--- src/fsbc_pkg.sv ---
`timescale 1ns / 1ps
// fsbc_pkg: shared types and constants of the filter sense batch classifier
// used by every module under src; depends on nothing
package fsbc_pkg;

	// samples in a well-formed batch
	localparam int unsigned SAMPLES = 16;

	// depth of the queue between front and back
	localparam int unsigned QUEUE_DEPTH = 4;
	localparam int unsigned QPTR_W = (QUEUE_DEPTH > 1) ? $clog2(QUEUE_DEPTH) : 1;
	localparam int unsigned QCNT_W = $clog2(QUEUE_DEPTH + 1);

	localparam int unsigned MV_W    = 12;
	localparam int unsigned RAW_W   = 12;
	localparam int unsigned LIMIT_W = 13;
	localparam int unsigned SUM_W   = 20;
	localparam int unsigned COUNT_W = 9;
	localparam logic [COUNT_W-1:0] COUNT_MAX = '1;

	localparam int unsigned PADDR_W = 5;
	localparam int unsigned PDATA_W = 32;

	typedef enum logic [1:0] {
		CLASS_INVALID = 2'd0,
		CLASS_A       = 2'd1,
		CLASS_B       = 2'd2,
		CLASS_MISSING = 2'd3
	} class_t;

	typedef enum logic [2:0] {
		REG_BAND_A_MIN  = 3'd0,
		REG_BAND_A_MAX  = 3'd1,
		REG_BAND_B_MIN  = 3'd2,
		REG_BAND_B_MAX  = 3'd3,
		REG_MISSING_MIN = 3'd4,
		REG_RAW_LIMIT   = 3'd5,
		REG_SPREAD_LIM  = 3'd6
	} reg_idx_t;

	typedef struct packed {
		logic [MV_W-1:0]    band_a_min_mv;
		logic [MV_W-1:0]    band_a_max_mv;
		logic [MV_W-1:0]    band_b_min_mv;
		logic [MV_W-1:0]    band_b_max_mv;
		logic [MV_W-1:0]    missing_min_mv;
		logic [LIMIT_W-1:0] raw_limit;
		logic [MV_W-1:0]    spread_limit_mv;
	} cfg_t;

	// one classified sample waiting for the back end
	typedef struct packed {
		logic [RAW_W-1:0] raw_code;
		logic [MV_W-1:0]  sample_mv;
		logic             last_sample;
		class_t           band;
		logic             raw_bad;
	} entry_t;

	typedef struct packed {
		logic full;
		logic empty;
	} q_status_t;

endpackage

--- src/fsbc_front.sv ---
`timescale 1ns / 1ps
// fsbc_front: accepts samples and tags them with band and raw-code check
// depends on fsbc_pkg
module fsbc_front (
	input  logic                            sample_valid,
	output logic                            sample_ready,
	input  logic [fsbc_pkg::RAW_W-1:0]      raw_code,
	input  logic [fsbc_pkg::MV_W-1:0]       sample_mv,
	input  logic                            last_sample,
	input  fsbc_pkg::cfg_t                  cfg,
	input  fsbc_pkg::q_status_t             q_status,
	output logic                            push,
	output fsbc_pkg::entry_t                push_entry
);

	fsbc_pkg::class_t band;

	// window compares, band a first, then band b, then missing
	always_comb begin
		if (sample_mv >= cfg.band_a_min_mv && sample_mv <= cfg.band_a_max_mv) begin
			band = fsbc_pkg::CLASS_A;
		end else if (sample_mv >= cfg.band_b_min_mv && sample_mv <= cfg.band_b_max_mv) begin
			band = fsbc_pkg::CLASS_B;
		end else if (sample_mv >= cfg.missing_min_mv) begin
			band = fsbc_pkg::CLASS_MISSING;
		end else begin
			band = fsbc_pkg::CLASS_INVALID;
		end
	end

	assign sample_ready = !q_status.full;
	assign push         = sample_valid && sample_ready;

	always_comb begin
		push_entry.raw_code    = raw_code;
		push_entry.sample_mv   = sample_mv;
		push_entry.last_sample = last_sample;
		push_entry.band        = band;
		push_entry.raw_bad     = (raw_code == '0) ||
			({1'b0, raw_code} >= cfg.raw_limit);
	end

endmodule

--- src/fsbc_queue.sv ---
`timescale 1ns / 1ps
// fsbc_queue: short fifo of classified samples between front and back
// depends on fsbc_pkg
module fsbc_queue (
	input  logic                 clk,
	input  logic                 arst_n,
	input  logic                 push,
	input  fsbc_pkg::entry_t     push_entry,
	input  logic                 pop,
	output fsbc_pkg::entry_t     head,
	output fsbc_pkg::q_status_t  status
);

	localparam logic [fsbc_pkg::QPTR_W-1:0] PTR_LAST = fsbc_pkg::QPTR_W'(fsbc_pkg::QUEUE_DEPTH - 1);
	localparam logic [fsbc_pkg::QCNT_W-1:0] CNT_FULL = fsbc_pkg::QCNT_W'(fsbc_pkg::QUEUE_DEPTH);

	fsbc_pkg::entry_t               slot_q [fsbc_pkg::QUEUE_DEPTH];
	logic [fsbc_pkg::QPTR_W-1:0]    wr_ptr_q;
	logic [fsbc_pkg::QPTR_W-1:0]    rd_ptr_q;
	logic [fsbc_pkg::QCNT_W-1:0]    count_q;
	logic                           do_push;
	logic                           do_pop;

	assign status.full  = (count_q == CNT_FULL);
	assign status.empty = (count_q == '0);
	assign do_push      = push && !status.full;
	assign do_pop       = pop && !status.empty;
	assign head         = slot_q[rd_ptr_q];

	always_ff @(posedge clk) begin
		if (do_push) begin
			slot_q[wr_ptr_q] <= push_entry;
		end
	end

	always_ff @(posedge clk or negedge arst_n) begin
		if (!arst_n) begin
			wr_ptr_q <= '0;
			rd_ptr_q <= '0;
			count_q  <= '0;
		end else begin
			if (do_push) begin
				wr_ptr_q <= (wr_ptr_q == PTR_LAST) ? '0 : wr_ptr_q + 1'b1;
			end
			if (do_pop) begin
				rd_ptr_q <= (rd_ptr_q == PTR_LAST) ? '0 : rd_ptr_q + 1'b1;
			end
			if (do_push && !do_pop) begin
				count_q <= count_q + 1'b1;
			end else if (do_pop && !do_push) begin
				count_q <= count_q - 1'b1;
			end
		end
	end

endmodule

--- src/fsbc_back.sv ---
`timescale 1ns / 1ps
// fsbc_back: batch accumulator and result register
// depends on fsbc_pkg
module fsbc_back (
	input  logic                             clk,
	input  logic                             arst_n,
	input  fsbc_pkg::entry_t                 head,
	input  fsbc_pkg::q_status_t              q_status,
	output logic                             pop,
	input  logic [fsbc_pkg::MV_W-1:0]        spread_limit_mv,
	output logic                             result_valid,
	input  logic                             result_ready,
	output logic [1:0]                       class_code,
	output logic [fsbc_pkg::COUNT_W-1:0]     batch_count,
	output logic [fsbc_pkg::RAW_W-1:0]       raw_average,
	output logic [fsbc_pkg::MV_W-1:0]        mv_mean,
	output logic [fsbc_pkg::MV_W-1:0]        mv_lowest,
	output logic [fsbc_pkg::MV_W-1:0]        mv_highest,
	output logic [fsbc_pkg::MV_W-1:0]        mv_range
);

	localparam logic [fsbc_pkg::COUNT_W-1:0] COUNT_OK = fsbc_pkg::COUNT_W'(fsbc_pkg::SAMPLES);

	// batch state
	logic [fsbc_pkg::COUNT_W-1:0] seen_q;
	logic [fsbc_pkg::SUM_W-1:0]   raw_total_q;
	logic [fsbc_pkg::SUM_W-1:0]   mv_total_q;
	logic [fsbc_pkg::MV_W-1:0]    low_q;
	logic [fsbc_pkg::MV_W-1:0]    high_q;
	fsbc_pkg::class_t             first_band_q;
	logic                         good_q;

	// state after this sample
	logic [fsbc_pkg::COUNT_W-1:0] seen_n;
	logic [fsbc_pkg::SUM_W-1:0]   raw_total_n;
	logic [fsbc_pkg::SUM_W-1:0]   mv_total_n;
	logic [fsbc_pkg::MV_W-1:0]    low_n;
	logic [fsbc_pkg::MV_W-1:0]    high_n;
	fsbc_pkg::class_t             first_band_n;
	logic                         good_n;
	logic                         first;
	logic [fsbc_pkg::MV_W-1:0]    spread_n;
	logic                         len_ok;
	fsbc_pkg::class_t             class_n;

	logic                         out_valid_q;
	logic                         out_free;

	assign out_free = !out_valid_q || result_ready;
	assign pop      = !q_status.empty && (!head.last_sample || out_free);

	always_comb begin
		first        = (seen_q == '0);
		seen_n       = (seen_q == fsbc_pkg::COUNT_MAX) ? seen_q : seen_q + 1'b1;
		raw_total_n  = raw_total_q + fsbc_pkg::SUM_W'(head.raw_code);
		mv_total_n   = mv_total_q + fsbc_pkg::SUM_W'(head.sample_mv);
		low_n        = (first || head.sample_mv < low_q) ? head.sample_mv : low_q;
		high_n       = (first || head.sample_mv > high_q) ? head.sample_mv : high_q;
		first_band_n = first ? head.band : first_band_q;
		good_n       = (first ? (head.band != fsbc_pkg::CLASS_INVALID) : good_q) &&
			!head.raw_bad && (head.band == first_band_n);
		spread_n     = high_n - low_n;
		len_ok       = (seen_n == COUNT_OK);
		class_n      = (good_n && spread_n <= spread_limit_mv) ?
			first_band_n : fsbc_pkg::CLASS_INVALID;
	end

	always_ff @(posedge clk or negedge arst_n) begin
		if (!arst_n) begin
			seen_q       <= '0;
			raw_total_q  <= '0;
			mv_total_q   <= '0;
			low_q        <= '0;
			high_q       <= '0;
			first_band_q <= fsbc_pkg::CLASS_INVALID;
			good_q       <= 1'b1;
		end else if (pop) begin
			if (head.last_sample) begin
				seen_q       <= '0;
				raw_total_q  <= '0;
				mv_total_q   <= '0;
				low_q        <= '0;
				high_q       <= '0;
				first_band_q <= fsbc_pkg::CLASS_INVALID;
				good_q       <= 1'b1;
			end else begin
				seen_q       <= seen_n;
				raw_total_q  <= raw_total_n;
				mv_total_q   <= mv_total_n;
				low_q        <= low_n;
				high_q       <= high_n;
				first_band_q <= first_band_n;
				good_q       <= good_n;
			end
		end
	end

	always_ff @(posedge clk or negedge arst_n) begin
		if (!arst_n) begin
			out_valid_q <= 1'b0;
		end else if (pop && head.last_sample) begin
			out_valid_q <= 1'b1;
		end else if (result_ready) begin
			out_valid_q <= 1'b0;
		end
	end

	// result payload, zeroed when the batch length was wrong
	always_ff @(posedge clk) begin
		if (pop && head.last_sample) begin
			if (len_ok) begin
				class_code  <= class_n;
				batch_count <= COUNT_OK;
				raw_average <= fsbc_pkg::RAW_W'(raw_total_n / fsbc_pkg::SAMPLES);
				mv_mean     <= fsbc_pkg::MV_W'(mv_total_n / fsbc_pkg::SAMPLES);
				mv_lowest   <= low_n;
				mv_highest  <= high_n;
				mv_range    <= spread_n;
			end else begin
				class_code  <= fsbc_pkg::CLASS_INVALID;
				batch_count <= '0;
				raw_average <= '0;
				mv_mean     <= '0;
				mv_lowest   <= '0;
				mv_highest  <= '0;
				mv_range    <= '0;
			end
		end
	end

	assign result_valid = out_valid_q;

endmodule

--- src/filter_sense_batch_classifier_top.sv ---
`timescale 1ns / 1ps
// filter_sense_batch_classifier_top: register file, front, queue and back
// depends on fsbc_pkg, fsbc_front, fsbc_queue, fsbc_back
//
// usage
// - sample channel: sample_valid/sample_ready with raw_code, sample_mv and
//   last_sample; one transaction carries one sensed sample
// - result channel: result_valid/result_ready; one transaction per batch,
//   sent for the sample that has last_sample set
// - apb port: seven registers in 32-bit words at byte offsets 0x00..0x18, write
//   only while no batch is in flight; pready is tied high
// - throughput: one sample per cycle while the queue has room; the front
//   classifies a sample in the cycle it is taken; the back folds one queued
//   sample per cycle, but waits on a last sample while a result is unread
// - result path: a taken sample is written into the queue; the back folds it
//   from the queue head into the result register, after earlier queued samples
// - receiver stall: the result register holds; the back keeps folding
//   samples of the next batch and only waits when a second last sample is
//   ready; the four-entry queue then fills and sample_ready drops
// - reset: registers return to their reset values, the queue empties,
//   batch state clears and no result is pending
module filter_sense_batch_classifier_top (
	input  logic                            clk,
	input  logic                            arst_n,
	// apb configuration
	input  logic                            psel,
	input  logic                            penable,
	input  logic                            pwrite,
	input  logic [fsbc_pkg::PADDR_W-1:0]    paddr,
	input  logic [fsbc_pkg::PDATA_W-1:0]    pwdata,
	output logic [fsbc_pkg::PDATA_W-1:0]    prdata,
	output logic                            pready,
	// samples
	input  logic                            sample_valid,
	output logic                            sample_ready,
	input  logic [fsbc_pkg::RAW_W-1:0]      raw_code,
	input  logic [fsbc_pkg::MV_W-1:0]       sample_mv,
	input  logic                            last_sample,
	// results
	output logic                            result_valid,
	input  logic                            result_ready,
	output logic [1:0]                      class_code,
	output logic [fsbc_pkg::COUNT_W-1:0]    batch_count,
	output logic [fsbc_pkg::RAW_W-1:0]      raw_average,
	output logic [fsbc_pkg::MV_W-1:0]       mv_mean,
	output logic [fsbc_pkg::MV_W-1:0]       mv_lowest,
	output logic [fsbc_pkg::MV_W-1:0]       mv_highest,
	output logic [fsbc_pkg::MV_W-1:0]       mv_range
);

	fsbc_pkg::cfg_t       cfg_q;
	fsbc_pkg::reg_idx_t   reg_idx;
	logic                 cfg_write;
	fsbc_pkg::q_status_t  q_status;
	fsbc_pkg::entry_t     push_entry;
	fsbc_pkg::entry_t     head;
	logic                 push;
	logic                 pop;

	// register decode: word index from the byte address
	assign reg_idx   = fsbc_pkg::reg_idx_t'(paddr[4:2]);
	assign cfg_write = psel && penable && pwrite && pready;
	assign pready    = 1'b1;

	always_ff @(posedge clk or negedge arst_n) begin
		if (!arst_n) begin
			cfg_q.band_a_min_mv   <= '0;
			cfg_q.band_a_max_mv   <= '0;
			cfg_q.band_b_min_mv   <= '0;
			cfg_q.band_b_max_mv   <= '0;
			cfg_q.missing_min_mv  <= '1;
			cfg_q.raw_limit       <= fsbc_pkg::LIMIT_W'(4095);
			cfg_q.spread_limit_mv <= '0;
		end else if (cfg_write) begin
			case (reg_idx)
				fsbc_pkg::REG_BAND_A_MIN:  cfg_q.band_a_min_mv   <= pwdata[11:0];
				fsbc_pkg::REG_BAND_A_MAX:  cfg_q.band_a_max_mv   <= pwdata[11:0];
				fsbc_pkg::REG_BAND_B_MIN:  cfg_q.band_b_min_mv   <= pwdata[11:0];
				fsbc_pkg::REG_BAND_B_MAX:  cfg_q.band_b_max_mv   <= pwdata[11:0];
				fsbc_pkg::REG_MISSING_MIN: cfg_q.missing_min_mv  <= pwdata[11:0];
				fsbc_pkg::REG_RAW_LIMIT:   cfg_q.raw_limit       <= pwdata[12:0];
				fsbc_pkg::REG_SPREAD_LIM:  cfg_q.spread_limit_mv <= pwdata[11:0];
				// offsets past the last register are ignored
				default: begin
				end
			endcase
		end
	end

	// read-back mux, zero beyond the register list
	always_comb begin
		case (reg_idx)
			fsbc_pkg::REG_BAND_A_MIN:  prdata = fsbc_pkg::PDATA_W'(cfg_q.band_a_min_mv);
			fsbc_pkg::REG_BAND_A_MAX:  prdata = fsbc_pkg::PDATA_W'(cfg_q.band_a_max_mv);
			fsbc_pkg::REG_BAND_B_MIN:  prdata = fsbc_pkg::PDATA_W'(cfg_q.band_b_min_mv);
			fsbc_pkg::REG_BAND_B_MAX:  prdata = fsbc_pkg::PDATA_W'(cfg_q.band_b_max_mv);
			fsbc_pkg::REG_MISSING_MIN: prdata = fsbc_pkg::PDATA_W'(cfg_q.missing_min_mv);
			fsbc_pkg::REG_RAW_LIMIT:   prdata = fsbc_pkg::PDATA_W'(cfg_q.raw_limit);
			fsbc_pkg::REG_SPREAD_LIM:  prdata = fsbc_pkg::PDATA_W'(cfg_q.spread_limit_mv);
			default:                   prdata = '0;
		endcase
	end

	// front: take a sample, find its band, check the raw code
	fsbc_front u_front (
		.sample_valid (sample_valid),
		.sample_ready (sample_ready),
		.raw_code     (raw_code),
		.sample_mv    (sample_mv),
		.last_sample  (last_sample),
		.cfg          (cfg_q),
		.q_status     (q_status),
		.push         (push),
		.push_entry   (push_entry)
	);

	// decoupling queue
	fsbc_queue u_queue (
		.clk        (clk),
		.arst_n     (arst_n),
		.push       (push),
		.push_entry (push_entry),
		.pop        (pop),
		.head       (head),
		.status     (q_status)
	);

	// back: running sums, min and max, batch verdict
	fsbc_back u_back (
		.clk             (clk),
		.arst_n          (arst_n),
		.head            (head),
		.q_status        (q_status),
		.pop             (pop),
		.spread_limit_mv (cfg_q.spread_limit_mv),
		.result_valid    (result_valid),
		.result_ready    (result_ready),
		.class_code      (class_code),
		.batch_count     (batch_count),
		.raw_average     (raw_average),
		.mv_mean         (mv_mean),
		.mv_lowest       (mv_lowest),
		.mv_highest      (mv_highest),
		.mv_range        (mv_range)
	);

`ifndef SYNTHESIS
	// queue status is never full and empty at once
	assert property (@(posedge clk) disable iff (!arst_n)
		!(q_status.full && q_status.empty))
		else $error("queue reports full and empty together");

	// a valid class only comes with a batch of the right length
	assert property (@(posedge clk) disable iff (!arst_n)
		result_valid && (class_code != fsbc_pkg::CLASS_INVALID) |->
			batch_count == fsbc_pkg::COUNT_W'(fsbc_pkg::SAMPLES))
		else $error("valid class on a wrong-length batch");

	// a wrong-length batch reports all zeros
	assert property (@(posedge clk) disable iff (!arst_n)
		result_valid && (batch_count == '0) |->
			(class_code == fsbc_pkg::CLASS_INVALID) && (raw_average == '0) &&
			(mv_mean == '0) && (mv_lowest == '0) && (mv_highest == '0))
		else $error("wrong-length batch with nonzero fields");

	// spread matches the reported extremes
	assert property (@(posedge clk) disable iff (!arst_n)
		result_valid |-> (mv_range == mv_highest - mv_lowest) &&
			(mv_lowest <= mv_highest))
		else $error("spread inconsistent with min and max");
`endif

endmodule

--- config.mk ---
export PLATFORM = sky130hd
export DESIGN_NAME = filter_sense_batch_classifier_top
export DESIGN_NICKNAME = d
export VERILOG_FILES = /design/src/fsbc_pkg.sv /design/src/fsbc_front.sv /design/src/fsbc_queue.sv /design/src/fsbc_back.sv /design/src/filter_sense_batch_classifier_top.sv
export SDC_FILE = /design/constraint.sdc
export NUM_CORES = 1
export LEC_CHECK = 0
export BUFFER_PORTS_ARGS = -buffer_cell sky130_fd_sc_hd__buf_2
export CORE_MARGIN = 2
export CORE_UTILIZATION = 43
export DETAILED_ROUTE_END_ITERATION = 8
export PLACE_DENSITY = 0.65
export SLEW_MARGIN = 20
export SYNTH_ARGS = -nofsm -noshare
export SYNTH_HDL_FRONTEND = slang
export SYNTH_SLANG_ARGS = --single-unit
--- constraint.sdc ---
create_clock -name clk -period 6.41 [get_ports clk]
set_input_delay 0.9615 -clock clk [delete_from_list [all_inputs] [get_ports clk]]
set_output_delay 0.9615 -clock clk [all_outputs]
set_load 0.01 [all_outputs]
Yosys cells after proc, flatten, opt, wreduce, memory -nomap -nowiden
Memories as Yosys holds them, arrays and structs flattened.
Index checks and enable logic that the tools add are counted.
{ "totals": {"regBits": 240, "ram_bits": 112, "input_bits": 69, "memories": 1} }
{ "op_classes": {"add_sub_neg": 8, "order_cmp": 9, "n_eq_ne": 12, "muxes": 25, "n_reduce_logical": 41} }
{ "mem_list": {"columns": ["name", "depth", "width", "rd", "rd_ports_with_merged_regs", "write_ports", "line", "source"], "rows": [
  ["u_queue.slot_q", 4, 28, 1, 0, 1, "fsbc_queue.sv:17", "fsbc_pkg::entry_t slot_q [fsbc_pkg::QUEUE_DEPTH];"]
]} }
{ "op_table": {"columns": ["op", "n"], "rows": [
  ["one-hot mux 13 bit (7 select lines)", 1],
  ["two-way mux 12 bit", 4],
  ["adder 20 x 12 -> 20 bit", 2],
  ["two-way mux 20 bit", 2],
  [">= comparator 12 bit", 3],
  ["<= comparator 12 bit", 3],
  ["two-way mux 9 bit", 2],
  ["AND reduction 2 bit", 8],
  ["logical AND 1 bit", 14],
  ["two-way mux 2 bit", 7],
  [">= comparator 12 x 13 -> 1 bit", 1],
  ["equality test 3 bit, second input constant", 4],
  ["greater-than comparator 12 bit", 1],
  ["zero test 12 bit", 1],
  ["less-than comparator 12 bit", 1],
  ["subtractor 12 bit", 1],
  ["adder 9 x 1 -> 9 bit, second input constant", 1],
  ["equality test 9 x 5 -> 1 bit, second input constant", 1],
  ["equality test 9 bit, second input constant", 1],
  ["zero test 9 bit", 1],
  ["zero test 1 bit", 7],
  ["equality test 3 x 2 -> 1 bit, second input constant", 2],
  ["zero test 3 bit", 2],
  ["two-way mux 1 bit", 6],
  ["other kinds (10)", 19]
]} }

Longest topological paths before layout
{ "depth": {"word_depth": 8, "mapped_depth": 26, "ltp_nobuf": 25} }

Hierarchy
A second synthesis with hierarchy kept.
{ "hier_totals": {"hier_cells": 1563, "hier_area_um2": 18753.0} }
{ "modules_own_cells": {"columns": ["module", "instances", "cells_per_inst", "area_per_inst_um2"], "rows": [
  ["fsbc_back", 1, 801, 8067.7],
  ["fsbc_queue", 1, 183, 4484.3],
  ["filter_sense_batch_classifier_top", 1, 309, 4159.0],
  ["fsbc_front", 1, 270, 2042.0]
]} }

Least setup slack after synthesis
Ideal clock, no wire load.
{ "synth_timing": {"path_type": "register to register", "start": "register u_queue.rd_ptr_q[0] in the netlist's numbering", "end": "register u_back.class_code[1], data pin", "setup_time_ns": 0.207, "arrival_ns": 6.626, "t_required_ns": 6.203, "setup_slack_ns": -0.423, "path_stages_with_launch": 26, "n_path_buf": 3, "synth_period_minus_slack_ns": 6.833, "path_cell_list": "dfrtp_1 -> buf_2 -> buf_1 -> mux4_2 -> ha_1 -> nand4_1 -> a211o_1 -> and3_1 -> o21ai_1 -> clkbuf_1 -> nor2_1 -> a21oi_1 -> inv_1 -> ha_1 -> a21oi_1 -> o21ai_0 -> or2_2 -> o211a_1 -> nor3_1 -> nor2_1 -> ha_1 -> a21o_1 -> a21o_1 -> a2111oi_0 -> nor2_1 -> a2111oi_0"} }
{ "synth_between": {"elab_chain_cells": 8} }
{ "synth_rtl": {"columns": ["element", "line", "source"], "rows": [
  ["from (decl)", "fsbc_queue.sv:19", "logic [fsbc_pkg::QPTR_W-1:0] rd_ptr_q;"],
  ["from (signal assigned)", "fsbc_queue.sv:46", "rd_ptr_q <= (rd_ptr_q == PTR_LAST) ? '0 : rd_ptr_q + 1'b1;"],
  ["memory read (4 x 28 bit) (*)", null, null],
  ["greater-than comparator 12 bit or less-than comparator 12 bit (tied branches)", "fsbc_back.sv:58, fsbc_back.sv:57", null],
  ["logical OR 1 bit (on tied branches)", "fsbc_back.sv:58, fsbc_back.sv:57", null],
  ["two-way mux 12 bit (on tied branches)", "fsbc_back.sv:58, fsbc_back.sv:57", null],
  ["subtractor 12 bit (*)", "fsbc_back.sv:62", "spread_n = high_n - low_n;"],
  ["via u_back.spread_n (one bit)", "fsbc_back.sv:42", "logic [fsbc_pkg::MV_W-1:0] spread_n;"],
  ["<= comparator 12 bit (*)", "fsbc_back.sv:64", "class_n = (good_n && spread_n <= spread_limit_mv) ?"],
  ["logical AND 1 bit (*)", "fsbc_back.sv:64", null],
  ["AND reduction 2 bit (no line) (*)", null, null],
  ["to (signal assigned)", "fsbc_back.sv:112", "class_code <= class_n;"],
  ["to (signal assigned)", "fsbc_back.sv:120", "class_code <= fsbc_pkg::CLASS_INVALID;"],
  ["to (decl)", "fsbc_back.sv:13", "output logic [1:0] class_code,"]
]} }
Mark *: on every way through the listed nets, which the timed path passes. The rest lies on a longest branch.
A chain may end at the register's enable or synchronous reset.

Worst setup path after layout
Same ends and word-level chain as after synthesis.

==> tab_implementation.tex <==
\begin{tabular}{lr}
\hline
Metric & Value \\
\hline
\multicolumn{2}{l}{\textbf{Routing}} \\
DRC Markers & 0 \\
Detailed Route Iter0 Violations & 832 \\
Remaining antenna violation count & 0 \\
Met2 routed WL & 21600 um \\
Routed wl met3 & 2490 um \\
Count of vias placed by the detailed router & 13100 \\
Router iterations before antenna repair & 5 \\
Wire per inst & 19.0 um \\
Highest routing layer actually used & met4 \\
DRT Wirelength & 45200 um \\
Number of vias per cell after detailed routing & 5.48 \\
Detailed-route wire length on metal 1 & 20200 um \\
\multicolumn{2}{l}{\textbf{Clocking}} \\
Post CTS Setup Buffer Count & 0 \\
Clock tree from TritonCTS & done \\
Number of buffers created by CTS & 39 \\
Clock slew at the register clock pins of the worst setup and hold paths & 0.06 ns \\
Clk sink count & 336 \\
Clock tree root driver cell & clkbuf\_16 \\
Latest clock arrival within the worst-skew pair & 0.57 ns \\
Worst-case clock buffer depth & 3 \\
H-tree level count & 2 \\
\multicolumn{2}{l}{\textbf{Floorplan}} \\
Total number of placement rows & 75 \\
Ports placed on the boundary & 175 \\
Core region area & 0.0420 mm2 \\
Initial Utilization & 43.6\% \\
Vertical die dimension & 210 um \\
Total die area & 0.0443 mm2 \\
Die outline width & 210 um \\
\multicolumn{2}{l}{\textbf{Worst setup path}} \\
Chain of cells forming the critical path & buf\_12 -> mux4\_2 -> buf\_4 -> ha\_1 -> a211oi\_1 -> o21ai\_0 -> and3\_1 -> o31ai\_2 -> buf\_6 -> mux2i\_2 -> ha\_1 -> a21oi\_1 -> o21ai\_0 -> or2\_2 -> o211a\_1 -> o21a\_1 -> nor2\_1 -> ha\_1 -> a21o\_1 -> a21o\_1 -> a2111oi\_2 -> nor2\_2 -> a2111oi\_2 \\
Startpoint-to-endpoint class of the critical path & reg2reg \\
Worst Setup Start Kind & flip-flop \\
Slowest cell delay on critical path & 0.56 ns \\
Max Fanout on Critical Path & 14 \\
Setup slack, reg-to-reg & 0.48 ns \\
Cell repeated most along the worst path & ha\_1 \\
WP data required & 6.78 ns \\
Type of element capturing the critical path & flip-flop \\
RR Startpoint & u\_queue.rd\_ptr\_q[0] \\
Reg2reg end & u\_back.class\_code[1] \\
Stages on the worst setup path & 23 \\
Worst path top cell family by delay & compound AO/OA/AOI/OAI gates \\
Worst EP arrival & 6.30 ns \\
Cell with the largest stage delay on the worst path & mux4\_2 \\
CP bufs+invs & 3 \\
Count of cells along the worst register-to-register path & 23 \\
\multicolumn{2}{l}{\textbf{STA}} \\
Maximum clock rate & 0.169 GHz \\
Fin. max-slew vios & 0 \\
Relative slew margins & 38.5\% \\
Min Clock Period, post-route & 5.93 ns \\
Worst hold slack & 0.424 ns \\
Final sum of negative setup slack & 0 ns \\
Transition time at the pin with the least slew margin & 0.923 ns \\
Final worst-path cycle share & 92.5\% \\
Worst Skew & 0.0205 ns \\
Setup Viol. Count Final & 0 \\
Unrepaired setup endpoints after global routing & no \\
Number of hold-slack violations in the final timing report & 0 \\
\multicolumn{2}{l}{\textbf{Finish}} \\
Net total in the final layout & 2034 \\
Leading cell types in the layout, fill and taps excluded & edfxtp\_1 (175), o21ai\_0 (152), ha\_1 (149) \\
Leading cell type in the layout, fill and taps excluded & edfxtp\_1 \\
Final core utilization & 50.1\% \\
Area taken by multi-input logic gates & 0.00819 mm2 \\
Ratio of cells with drive above 1 in the final layout & 20.0\% \\
Area growth from synthesis to layout & 15.0\% \\
Total non-filler cell area in the finished layout & 0.0211 mm2 \\
ANT cells & 0 \\
Register area & 0.00932 mm2 \\
Count of fill cells added during filler insertion & 3762 \\
\multicolumn{2}{l}{\textbf{Global route}} \\
GRT Residual Overflow & 0 \\
Largest net degree at the start of global routing & 101 \\
All-layer global routing usage & 20.8\% \\
Via count of the first global-routing pass & 12900 \\
First-pass GRT wire length & 71800 um \\
Antenna violations before repair & 0 \\
\multicolumn{2}{l}{\textbf{Synthesis}} \\
Area of the mapped netlist & 0.0183 mm2 \\
Mapped Cells & 1655 \\
EDFF count, synth & 175 \\
Area share of the largest cell type after synthesis & 28.7\% \\
Main flop type after synthesis & edfxtp\_1 \\
Share of flip-flops with an asynchronous set or reset after synthesis & 47.9\% \\
Synth area leader & edfxtp\_1 \\
Proportion of synthesized chip area in sequential cells & 50.8\% \\
Post-Synthesis Mean Instance Area & 11.1 um2 \\
Warnings from Yosys & 0 \\
Cell types occupying the most area after synthesis & edfxtp\_1 (29\%), dfrtp\_1 (19\%), ha\_1 (10\%) \\
Register bit count reported by yosys & 336 \\
Post-synthesis cell type count & 81 \\
\multicolumn{2}{l}{\textbf{Place}} \\
Placed wire-length estimate & 32600 um \\
Placer's final routability congestion estimate & 0.890 \\
Port Buffers & 125 \\
Placed Instance Area & 0.0197 mm2 \\
\multicolumn{2}{l}{\textbf{Pwr}} \\
Sum of internal, switching and leakage power & 13.0 mW \\
P per Cell Area & 617 mW/mm2 \\
Lkg Pwr & 9.15 nW \\
Worst vdd rail ir drop & 0.461 mV \\
\multicolumn{2}{l}{\textbf{Outcome}} \\
Result of the run & complete, no violations \\
\multicolumn{2}{l}{\textbf{Hold path}} \\
Class of the tightest hold or removal check & in2async \\
\multicolumn{2}{l}{\textbf{Job}} \\
Count of max-cap constraint violations & 0 \\
\hline
\end{tabular}
power by group:
group	internal (mW)	total, mW	switching [mW]
Clock	1.27	2.21	0.937
Sequential	3.06	3.34	0.286
Combinational	3.05	7.45	4.40
through the flow:
stage	instances	setup slack [ns]
2_1_floorplan	1681	0.0562
3_3_place_gp	2311	0.303
3_5_place_dp	2311	0.235
4_1_cts	2383	0.214
5_1_grt	2383	0.0554
6_report	2383	0.479
how the worst max path moves through the flow:
| stage | from | end | slack [ns] |
|---|---|---|---|
| floorplan | u_queue.rd_ptr_q[0] | u_back.class_code[1] | 0.06 |
| global placement | u_queue.rd_ptr_q[0] | u_back.class_code[1] | 0.30 |
| detailed placement | u_queue.rd_ptr_q[0] | u_back.class_code[1] | 0.24 |
| CTS | u_queue.rd_ptr_q[0] | u_back.class_code[1] | 0.21 |
| global route | u_queue.rd_ptr_q[0] | u_back.class_code[1] | 0.06 |
| finish | u_queue.rd_ptr_q[0] | u_back.class_code[1] | 0.48 |
state kept, by name, indices dropped and copies added (netlist names), 3 cells and up:
| name | flops |
|---|---|
| u_queue.slot_q | 112 |
| cfg_q | 85 |
| u_back.mv_total_q | 16 |
| u_back.raw_total_q | 16 |
| u_back.high_q | 12 |
| u_back.low_q | 12 |
| u_back.mv_highest | 12 |
| u_back.mv_lowest | 12 |
| u_back.mv_mean | 12 |
| u_back.mv_range | 12 |
| u_back.raw_average | 12 |
| u_back.seen_q | 9 |
| u_queue.count_q | 3 |
repair_timing:
item,CTS,global route
hold buffers,0,0
resized for setup,0,14
endpoints found under the setup margin,0,2
endpoints found under the hold margin,0,0
final cells by class:
| cell class | count | area share, % |
|---|---|---|
| Multi-Input combinational cell | 1111 | 38.8 |
| Timing Repair Buffer | 184 | 5.18 |
| Inverter | 141 | 2.51 |
| Clock buffer | 52 | 5.05 |
| Clock inverter | 20 | 1.03 |
| Tap cell | 539 | 3.20 |
| Sequential cell | 336 | 44.2 |
logic make-up after synthesis:
logic type      count (synthesis)  share of synthesized area (%)
simple gates                  426                           10.9
compound gates                384                           13.4
flops                         336                           50.8
buf+inv                       234                           5.39
fa+ha+maj                     152                           10.5
mux                            81                           6.95
xor+xnor                       40                           1.91
other cells                     2                         0.0410
cell usage after synthesis, types with 4 or more instances:
cell,instances
edfxtp_1,175
o21ai_0,152
ha_1,149
inv_1,141
nand2_1,139
dfrtp_1,136
nor2_1,103
a21oi_1,66
nand3_1,60
clkbuf_1,50
a21o_1,48
mux4_2,35
buf_4,28
mux2i_1,26
xnor2_1,26
dfstp_2,25
nor3_1,22
nand4_1,21
mux2_2,20
nor2b_1,16
nand2b_1,15
xor2_1,14
o31ai_1,12
and3_1,11
buf_1,11
o21bai_1,11
and2_1,9
a211oi_1,8
a31oi_1,6
o211ai_1,6
a211o_1,5
a31o_2,5
o21a_1,5
or2_2,5
or3_1,5
a2111oi_0,4
buf_2,4
o2111ai_1,4
o22a_1,4
o31a_1,4
layer usage:
metal,global-route usage (%),vias up
met5,0,-
met4,5.08,0
met3,3.62,66
met2,34.5,354
met1,28.5,6374
li1,-,6267
No activity file was read; power rests on OpenSTA's default activity.
